File: src/hw/rtl/cmfs_pkg.sv
// ----------------------------------------------------------------------------
// cmfs_pkg
// Shared constants, face codes and transfer structs for the cube map face
// select pipeline.
// ----------------------------------------------------------------------------
package cmfs_pkg;

   localparam int COMP_BITS = 16;               // direction component width
   localparam int FRAC_BITS = 16;               // fraction bits of s and t
   localparam int FACE_W    = 3;
   localparam int COORD_W   = FRAC_BITS + 1;    // covers 0 .. 1.0 inclusive
   localparam int MAG_W     = COMP_BITS;        // |component| <= 2^(COMP_BITS-1)
   localparam int DIV_W     = COMP_BITS + 1;    // divisor 2*|major|
   localparam int REM_W     = COMP_BITS + 2;    // remainder, kept below 2*divisor
   localparam int QUO_W     = FRAC_BITS + 2;    // quotient before rounding
   localparam int NUM_CELLS = QUO_W;            // one divider cell per bit

   // front stage + divider cells + output register
   localparam int PIPE_LATENCY = NUM_CELLS + 2;

   localparam logic [COORD_W-1:0] COORD_ONE = COORD_W'(1) << FRAC_BITS;

   typedef enum logic [FACE_W-1:0] {
      FACE_POS_X = 3'd0,
      FACE_NEG_X = 3'd1,
      FACE_POS_Y = 3'd2,
      FACE_NEG_Y = 3'd3,
      FACE_POS_Z = 3'd4,
      FACE_NEG_Z = 3'd5
   } face_type;

   typedef struct packed {
      logic signed [COMP_BITS-1:0] dir_x;
      logic signed [COMP_BITS-1:0] dir_y;
      logic signed [COMP_BITS-1:0] dir_z;
   } req_type;

   typedef struct packed {
      face_type            face;
      logic [COORD_W-1:0]  coord_s;
      logic [COORD_W-1:0]  coord_t;
      logic                zero_vector;
   } rsp_type;

   // Data handed from one divider cell to the next
   typedef struct packed {
      logic                valid;
      logic                zero;
      face_type            face;
      logic [DIV_W-1:0]    divisor;
      logic [REM_W-1:0]    rem_s;
      logic [REM_W-1:0]    rem_t;
      logic [QUO_W-1:0]    quo_s;
      logic [QUO_W-1:0]    quo_t;
   } cell_type;

endpackage

File: src/hw/rtl/cmfs_front.sv
// ----------------------------------------------------------------------------
// cmfs_front
// Axis permute, major axis pick, face code and minor component select.
// Loads the first divider cell with numerator offset and divisor.
// ----------------------------------------------------------------------------
module cmfs_front (
   input  logic               clock,
   input  logic               reset,
   input  logic               in_valid,
   input  cmfs_pkg::req_type  req,
   output cmfs_pkg::cell_type cell_out
);

   logic signed [cmfs_pkg::COMP_BITS:0] gx, gy, gz;
   logic signed [cmfs_pkg::COMP_BITS:0] neg_gx, neg_gy, neg_gz;
   logic signed [cmfs_pkg::COMP_BITS:0] abs_x, abs_y, abs_z;
   logic [cmfs_pkg::MAG_W-1:0]          ax, ay, az, ama;
   logic signed [cmfs_pkg::COMP_BITS:0] sc, tc;
   logic [cmfs_pkg::REM_W-1:0]          sum_s, sum_t;
   cmfs_pkg::face_type                  face;
   cmfs_pkg::cell_type                  data_in;
   cmfs_pkg::cell_type                  data_ff;
   logic                                valid_ff;

   // GL axes: (x, y, z) = (dir_y, dir_z, dir_x), one bit wider for negation
   assign gx = {req.dir_y[cmfs_pkg::COMP_BITS-1], req.dir_y};
   assign gy = {req.dir_z[cmfs_pkg::COMP_BITS-1], req.dir_z};
   assign gz = {req.dir_x[cmfs_pkg::COMP_BITS-1], req.dir_x};

   assign neg_gx = -gx;
   assign neg_gy = -gy;
   assign neg_gz = -gz;

   assign abs_x = gx[cmfs_pkg::COMP_BITS] ? neg_gx : gx;
   assign abs_y = gy[cmfs_pkg::COMP_BITS] ? neg_gy : gy;
   assign abs_z = gz[cmfs_pkg::COMP_BITS] ? neg_gz : gz;

   assign ax = abs_x[cmfs_pkg::MAG_W-1:0];
   assign ay = abs_y[cmfs_pkg::MAG_W-1:0];
   assign az = abs_z[cmfs_pkg::MAG_W-1:0];

   always_comb begin
      priority if (ax >= ay && ax >= az) begin
         face = gx[cmfs_pkg::COMP_BITS] ? cmfs_pkg::FACE_NEG_X : cmfs_pkg::FACE_POS_X;
         ama  = ax;
      end else if (ay >= az) begin
         face = gy[cmfs_pkg::COMP_BITS] ? cmfs_pkg::FACE_NEG_Y : cmfs_pkg::FACE_POS_Y;
         ama  = ay;
      end else begin
         face = gz[cmfs_pkg::COMP_BITS] ? cmfs_pkg::FACE_NEG_Z : cmfs_pkg::FACE_POS_Z;
         ama  = az;
      end
   end

   always_comb begin
      unique case (face)
         cmfs_pkg::FACE_POS_X: begin sc = neg_gz; tc = neg_gy; end
         cmfs_pkg::FACE_NEG_X: begin sc = gz;     tc = neg_gy; end
         cmfs_pkg::FACE_POS_Y: begin sc = gx;     tc = gz;     end
         cmfs_pkg::FACE_NEG_Y: begin sc = gx;     tc = neg_gz; end
         cmfs_pkg::FACE_POS_Z: begin sc = gx;     tc = neg_gy; end
         cmfs_pkg::FACE_NEG_Z: begin sc = neg_gx; tc = neg_gy; end
         default:              begin sc = neg_gx; tc = neg_gy; end
      endcase
   end

   // minor + |major| lies in [0, 2*|major|]
   assign sum_s = {sc[cmfs_pkg::COMP_BITS], sc} + {2'b00, ama};
   assign sum_t = {tc[cmfs_pkg::COMP_BITS], tc} + {2'b00, ama};

   always_comb begin
      data_in         = '0;
      data_in.zero    = (ax == '0) && (ay == '0) && (az == '0);
      data_in.face    = face;
      data_in.divisor = {ama, 1'b0};
      data_in.rem_s   = sum_s;
      data_in.rem_t   = sum_t;
   end

   always_ff @(posedge clock) begin
      if (reset) begin
         valid_ff <= 1'b0;
      end else begin
         valid_ff <= in_valid;
      end
   end

   always_ff @(posedge clock) begin
      data_ff <= data_in;
   end

   always_comb begin
      cell_out       = data_ff;
      cell_out.valid = valid_ff;
   end

endmodule

File: src/hw/rtl/cmfs_div_cell.sv
// ----------------------------------------------------------------------------
// cmfs_div_cell
// One restoring divide step for both coordinates: compare, subtract,
// shift in a quotient bit, double the remainder for the next cell.
// ----------------------------------------------------------------------------
module cmfs_div_cell (
   input  logic               clock,
   input  logic               reset,
   input  cmfs_pkg::cell_type cell_in,
   output cmfs_pkg::cell_type cell_out
);

   logic [cmfs_pkg::REM_W-1:0] div_ext;
   logic                       ge_s, ge_t;
   logic [cmfs_pkg::REM_W-1:0] diff_s, diff_t;
   cmfs_pkg::cell_type         data_in;
   cmfs_pkg::cell_type         data_ff;
   logic                       valid_ff;

   assign div_ext = {1'b0, cell_in.divisor};

   assign ge_s   = cell_in.rem_s >= div_ext;
   assign ge_t   = cell_in.rem_t >= div_ext;
   assign diff_s = cell_in.rem_s - (ge_s ? div_ext : '0);
   assign diff_t = cell_in.rem_t - (ge_t ? div_ext : '0);

   // diff stays below the divisor, so doubling fits
   always_comb begin
      data_in       = cell_in;
      data_in.rem_s = {diff_s[cmfs_pkg::REM_W-2:0], 1'b0};
      data_in.rem_t = {diff_t[cmfs_pkg::REM_W-2:0], 1'b0};
      data_in.quo_s = {cell_in.quo_s[cmfs_pkg::QUO_W-2:0], ge_s};
      data_in.quo_t = {cell_in.quo_t[cmfs_pkg::QUO_W-2:0], ge_t};
   end

   always_ff @(posedge clock) begin
      if (reset) begin
         valid_ff <= 1'b0;
      end else begin
         valid_ff <= cell_in.valid;
      end
   end

   always_ff @(posedge clock) begin
      data_ff <= data_in;
   end

   always_comb begin
      cell_out       = data_ff;
      cell_out.valid = valid_ff;
   end

`ifndef ASSERT_OFF
   // remainder handed on must stay below twice the divisor
   a_rem_bound: assert property (@(posedge clock) disable iff (reset)
      (valid_ff && !data_ff.zero) |->
         (data_ff.rem_s < {data_ff.divisor, 1'b0}) &&
         (data_ff.rem_t < {data_ff.divisor, 1'b0}))
      else $error("divider remainder out of range");
`endif

endmodule

File: src/hw/rtl/cube_map_face_select.sv
// Path from start to rsp_valid: front stage, divider cells, output register.
// Throughput: one direction per cycle; busy is never raised.
// Rate set by the row of divider cells, one quotient bit per cell per cycle.
// The receiver cannot stall; rsp_valid is a one-cycle strobe.
// Synchronous reset clears all valid flags; data registers are not reset.
// ----------------------------------------------------------------------------
// cube_map_face_select
// Picks the cube map face for a z-up direction vector and computes the
// in-face s, t coordinates through a pipelined restoring divider.
// ----------------------------------------------------------------------------
module cube_map_face_select (
   input  logic              clock,
   input  logic              reset,
   input  logic              start,
   output logic              busy,
   input  cmfs_pkg::req_type req_payload,
   output logic              rsp_valid,
   output cmfs_pkg::rsp_type rsp_payload
);

   cmfs_pkg::cell_type          link [cmfs_pkg::NUM_CELLS+1];
   cmfs_pkg::cell_type          last;
   logic [cmfs_pkg::QUO_W-1:0]  rnd_s, rnd_t;
   cmfs_pkg::rsp_type           rsp_in;
   cmfs_pkg::rsp_type           rsp_payload_ff;
   logic                        rsp_valid_ff;

   assign busy = 1'b0;

   cmfs_front u_front (
      .clock    (clock),
      .reset    (reset),
      .in_valid (start & ~busy),
      .req      (req_payload),
      .cell_out (link[0])
   );

   for (genvar i = 0; i < cmfs_pkg::NUM_CELLS; i++) begin : g_cell
      cmfs_div_cell u_cell (
         .clock    (clock),
         .reset    (reset),
         .cell_in  (link[i]),
         .cell_out (link[i+1])
      );
   end

   assign last = link[cmfs_pkg::NUM_CELLS];

   // quotient carries one extra bit: round half up by add one and drop it
   assign rnd_s = last.quo_s + cmfs_pkg::QUO_W'(1);
   assign rnd_t = last.quo_t + cmfs_pkg::QUO_W'(1);

   always_comb begin
      rsp_in.zero_vector = last.zero;
      if (last.zero) begin
         rsp_in.face    = cmfs_pkg::FACE_POS_X;
         rsp_in.coord_s = '0;
         rsp_in.coord_t = '0;
      end else begin
         rsp_in.face    = last.face;
         rsp_in.coord_s = rnd_s[cmfs_pkg::QUO_W-1:1];
         rsp_in.coord_t = rnd_t[cmfs_pkg::QUO_W-1:1];
      end
   end

   always_ff @(posedge clock) begin
      if (reset) begin
         rsp_valid_ff <= 1'b0;
      end else begin
         rsp_valid_ff <= last.valid;
      end
   end

   always_ff @(posedge clock) begin
      rsp_payload_ff <= rsp_in;
   end

   assign rsp_valid   = rsp_valid_ff;
   assign rsp_payload = rsp_payload_ff;

`ifndef ASSERT_OFF
   // every result traces back to a transfer a fixed latency earlier
   a_latency: assert property (@(posedge clock) disable iff (reset)
      rsp_valid_ff |-> $past(start, cmfs_pkg::PIPE_LATENCY))
      else $error("result without matching request");
`endif

`ifndef ASSERT_OFF
   a_coord_range: assert property (@(posedge clock) disable iff (reset)
      rsp_valid_ff |-> (rsp_payload_ff.coord_s <= cmfs_pkg::COORD_ONE) &&
                       (rsp_payload_ff.coord_t <= cmfs_pkg::COORD_ONE))
      else $error("coordinate above 1.0");
`endif

`ifndef ASSERT_OFF
   a_zero_flag: assert property (@(posedge clock) disable iff (reset)
      (rsp_valid_ff && rsp_payload_ff.zero_vector) |->
         $past((req_payload.dir_x == '0) && (req_payload.dir_y == '0) &&
               (req_payload.dir_z == '0), cmfs_pkg::PIPE_LATENCY))
      else $error("zero flag on nonzero direction");
`endif

endmodule

File: config.mk
export PLATFORM = sky130hd
export DESIGN_NAME = cube_map_face_select
export DESIGN_NICKNAME = d
export VERILOG_FILES = /design/src/hw/rtl/cmfs_pkg.sv /design/src/hw/rtl/cmfs_front.sv /design/src/hw/rtl/cmfs_div_cell.sv /design/src/hw/rtl/cube_map_face_select.sv
export SDC_FILE = /design/constraint.sdc
export NUM_CORES = 2
export LEC_CHECK = 0
export CORE_MARGIN = 10
export CORE_UTILIZATION = 49
export DETAILED_ROUTE_END_ITERATION = 8
export DONT_BUFFER_PORTS = 1
export HOLD_SLACK_MARGIN = 0.15
export PLACE_DENSITY_LB_ADDON = 0.08
export SYNTH_ARGS = -nofsm -noshare
export SYNTH_HDL_FRONTEND = slang
export SYNTH_SLANG_ARGS = --single-unit
File: constraint.sdc
create_clock -name clock -period 20.8 [get_ports clock]
set_input_delay 4.16 -clock clock [delete_from_list [all_inputs] [get_ports clock]]
set_output_delay 4.16 -clock clock [all_outputs]
set_load 0.005 [all_outputs]
==> results by group <==
CTS
  – Post_cts resized: 0
  – Cts bufs inserted: 146
  – Root buf cell: clkbuf_16
  – Cts hold-fix bufs: 0
  – Post-CTS Setup Repair Bufs: 0
  – H-Tree Depth: 4
  – Clk_lat worst skew: 780 ps
  – Worst-case clock buffer depth: 3
  – Clock-pin slew on the worst setup and hold paths: 60 ps
  – Clock Sinks: 1346
  – TritonCTS clock tree: yes

Finish
  – Share of layout cells above drive strength 1: 0.0448
  – Area grow syn2layout: 10.4%
  – # fillers: 12668
  – Inserted Diodes: 0
  – Layout Nets: 8608

Setup path
  – Crit path launch type: primary input
  – FF-to-FF path depth: 24
  – CP max stage delay: 620 ps
  – Crit path max-delay cell type: o41ai_1
  – Worst path depth: 32
  – Worst Path Max Fanout: 55
  – Largest delay share family, worst path: compound AO/OA/AOI/OAI gates
  – Crit path arrival time: 12190 ps
  – Setup crit end kind: flop
  – Critical path's most frequent cell: a21o_1
  – Crit path required time: 21490 ps
  – Critical path type: primary input to flop
  – Buf/Inv on CP: 2

Detailed routing
  – DRC: 0
  – Count of antenna-violating nets left after detailed routing: 0
  – WL/cell: 17.9 µm
  – Starting DRC count in detailed routing: 2509
  – Vias: 49919
  – DR vias/cell: 5.31
  – Pre-antenna DRT Iters: 6
  – Routed Wire Length: 168000 µm

Hold path
  – Hold path depth: 0
  – Worst min path class: flop to flop

Die
  – Die Wd: 395 µm
  – Die Span Y: 395 µm
  – Core area: 140000 µm²
  – Placement Rows: 137
  – Io pins: 91
  – Die area: 156000 µm²
  – Initial core utilization: 0.494

STA
  – Final period util: 0.553
  – Fin Setup TNS: 0 ps
  – Clock Skews: 37.7 ps
  – Final Hold Vio Count: 0
  – Top achievable clock speed: 86.9 MHz
  – Fin. max-slew vios: 0
  – Tmin final: 11500 ps
  – Final setup fails: 0
  – RSZ-0062 raised after global routing: false
  – Worst slew pin tran: 1070 ps
  – Relative slew slack: 0.284

Placement
  – # port buffers: 0
  – Final RePlAce weighted congestion: 0.874
  – Final HPWL DP: 136000 µm

Logic synthesis
  – Ys flop type: dfxtp_1
  – Synth unique cells: 90
  – Ys async rst share: 0
  – Number of synthesized register bits: 1346
  – Gate Count Post-Synth: 7333
  – Average size of a mapped cell: 9.40 µm²
  – Sequential cell area fraction in the yosys report: 0.391
  – Mapped Nets: 8528
  – Post-synth EDFFs: 0
  – Synthesis Warnings: 0
  – Synthesized area: 69000 µm²

Global routing
  – First-pass GRT wire length: 268000 µm
  – Initial antenna violation count: 5
  – Largest net degree at the start of global routing: 56
  – Final global-route overflow total: 0
  – Vias in the first global route: 49551
  – GRT Overall Usage: 0.212

Status
  – Status: finished clean

Run
  – Max-cap violations: 0
flip-flops by register name, summed over array words and instances, names as in the netlist:
name,flops
rsp_valid,1
g_cell.u_cell.valid_ff,18
u_front.cell_out,56
u_front.valid_ff,1
g_cell.u_cell.cell_out,1232
rsp_payload,38
Yosys cell counts (all sizes together), types with 12 or more instances:
| cell type | instances | area [µm²] |
|---|---|---|
| xor2 | 182 | 1600 |
| o31ai | 36 | 270 |
| a2111o | 25 | 282 |
| or3 | 45 | 302 |
| o21bai | 95 | 713 |
| a211o | 22 | 193 |
| a211oi | 50 | 375 |
| o22a | 12 | 105 |
| fa | 36 | 721 |
| nor2 | 391 | 1470 |
| or2 | 21 | 131 |
| a31o | 34 | 298 |
| a21oi | 511 | 2570 |
| nand3b | 12 | 90.1 |
| buf | 16 | 77.6 |
| nor4 | 26 | 163 |
| mux2i | 23 | 230 |
| o21a | 72 | 541 |
| nand2 | 831 | 3120 |
| a31oi | 39 | 244 |
| ha | 1108 | 13900 |
| clkbuf | 67 | 251 |
| inv | 593 | 2230 |
| nand2b | 51 | 319 |
| or4 | 20 | 158 |
| and3 | 40 | 250 |
| dfxtp | 1346 | 26900 |
| o2111ai | 22 | 193 |
| o211ai | 26 | 195 |
| a21o | 236 | 1770 |
| nor2b | 101 | 632 |
| nand3 | 115 | 576 |
| nand4 | 99 | 619 |
| o21ai | 282 | 1410 |
| nor3 | 126 | 636 |
| and2 | 19 | 121 |
| xnor2 | 417 | 3660 |
| a21boi | 37 | 278 |
stage by stage:
step	util	cell area (µm²)	hold WS (ps)	setup slack (ps)	cells
2_1_floorplan	-	69000	310	9820	7333
3_3_place_gp	0.509	71100	309	8540	9141
3_5_place_dp	0.509	71100	312	8570	9141
4_1_cts	0.545	76200	307	9370	9402
5_1_grt	0.545	76200	317	8790	9402
6_report	0.545	76200	307	9300	9402
logic make-up after synthesis:
kind of cell / count (synthesis) / synth area share
xor gates and xnor gates: 600 / 0.0766
buffers and inverters: 676 / 0.0370
AOI/OAI and AO/OA: 1608 / 0.151
DFF: 1346 / 0.391
adders and majority gates: 1144 / 0.211
and+or+nand+nor: 1934 / 0.129
other: 1 / 0.0000544
muxes: 24 / 0.00350
layout make-up:
type	count	area, µm²	area share
Tap cell	1876	2350	0.0308
Clock buffer	186	4000	0.0524
Multi-Input combinational cell	5311	39500	0.518
Timing Repair Buffer	15	113	0.00148
Clock inverter	75	1080	0.0141
Inverter	593	2230	0.0292
Sequential cell	1346	26900	0.354
metal layers:
layer | up-vias | part of all wire | global-route usage
met5 | - | 0 | 0
met4 | 0 | 0.031 | 0.0717
met3 | 306 | 0.046 | 0.0372
met2 | 861 | 0.48 | 0.374
met1 | 22997 | 0.44 | 0.259
li1 | 25755 | - | -
layout by cell type, fill, tap and decap left out, types with 21 or more instances in the layout:
cell type and count:
a2111o_1 25, a211o_1 22, a211oi_1 50, a21boi_0 37, a21o_1 236, a21oi_1 509
a31o_2 34, a31oi_1 39, and3_1 40, clkbuf_1 22, clkbuf_16 147, dfxtp_1 1345
fa_1 36, ha_1 1108, inv_1 593, mux2i_1 23, nand2_1 830, nand2b_1 51
nand3_1 115, nand4_1 99, nor2_1 391, nor2b_1 101, nor3_1 125, nor4_1 26
o2111ai_1 22, o211ai_1 26, o21a_1 72, o21ai_0 278, o21bai_1 95, o31ai_1 36
or2_2 21, or3_1 41, xnor2_1 416, xor2_1 181
worst paths after layout:
kind	slack, ps	startpoint	endpoint
max	9300	req_payload[16]	u_front.cell_out[71]
min	310	g_cell[9].u_cell.cell_out[90]	g_cell[10].u_cell.cell_out[90]
max reg2reg	15090	u_front.cell_out[74]	g_cell[0].u_cell.cell_out[52]
min reg2reg	310	g_cell[9].u_cell.cell_out[90]	g_cell[10].u_cell.cell_out[90]
Power is not shown: default switching activity piles up to over one toggle a cycle in this logic, so the estimate is an artifact.
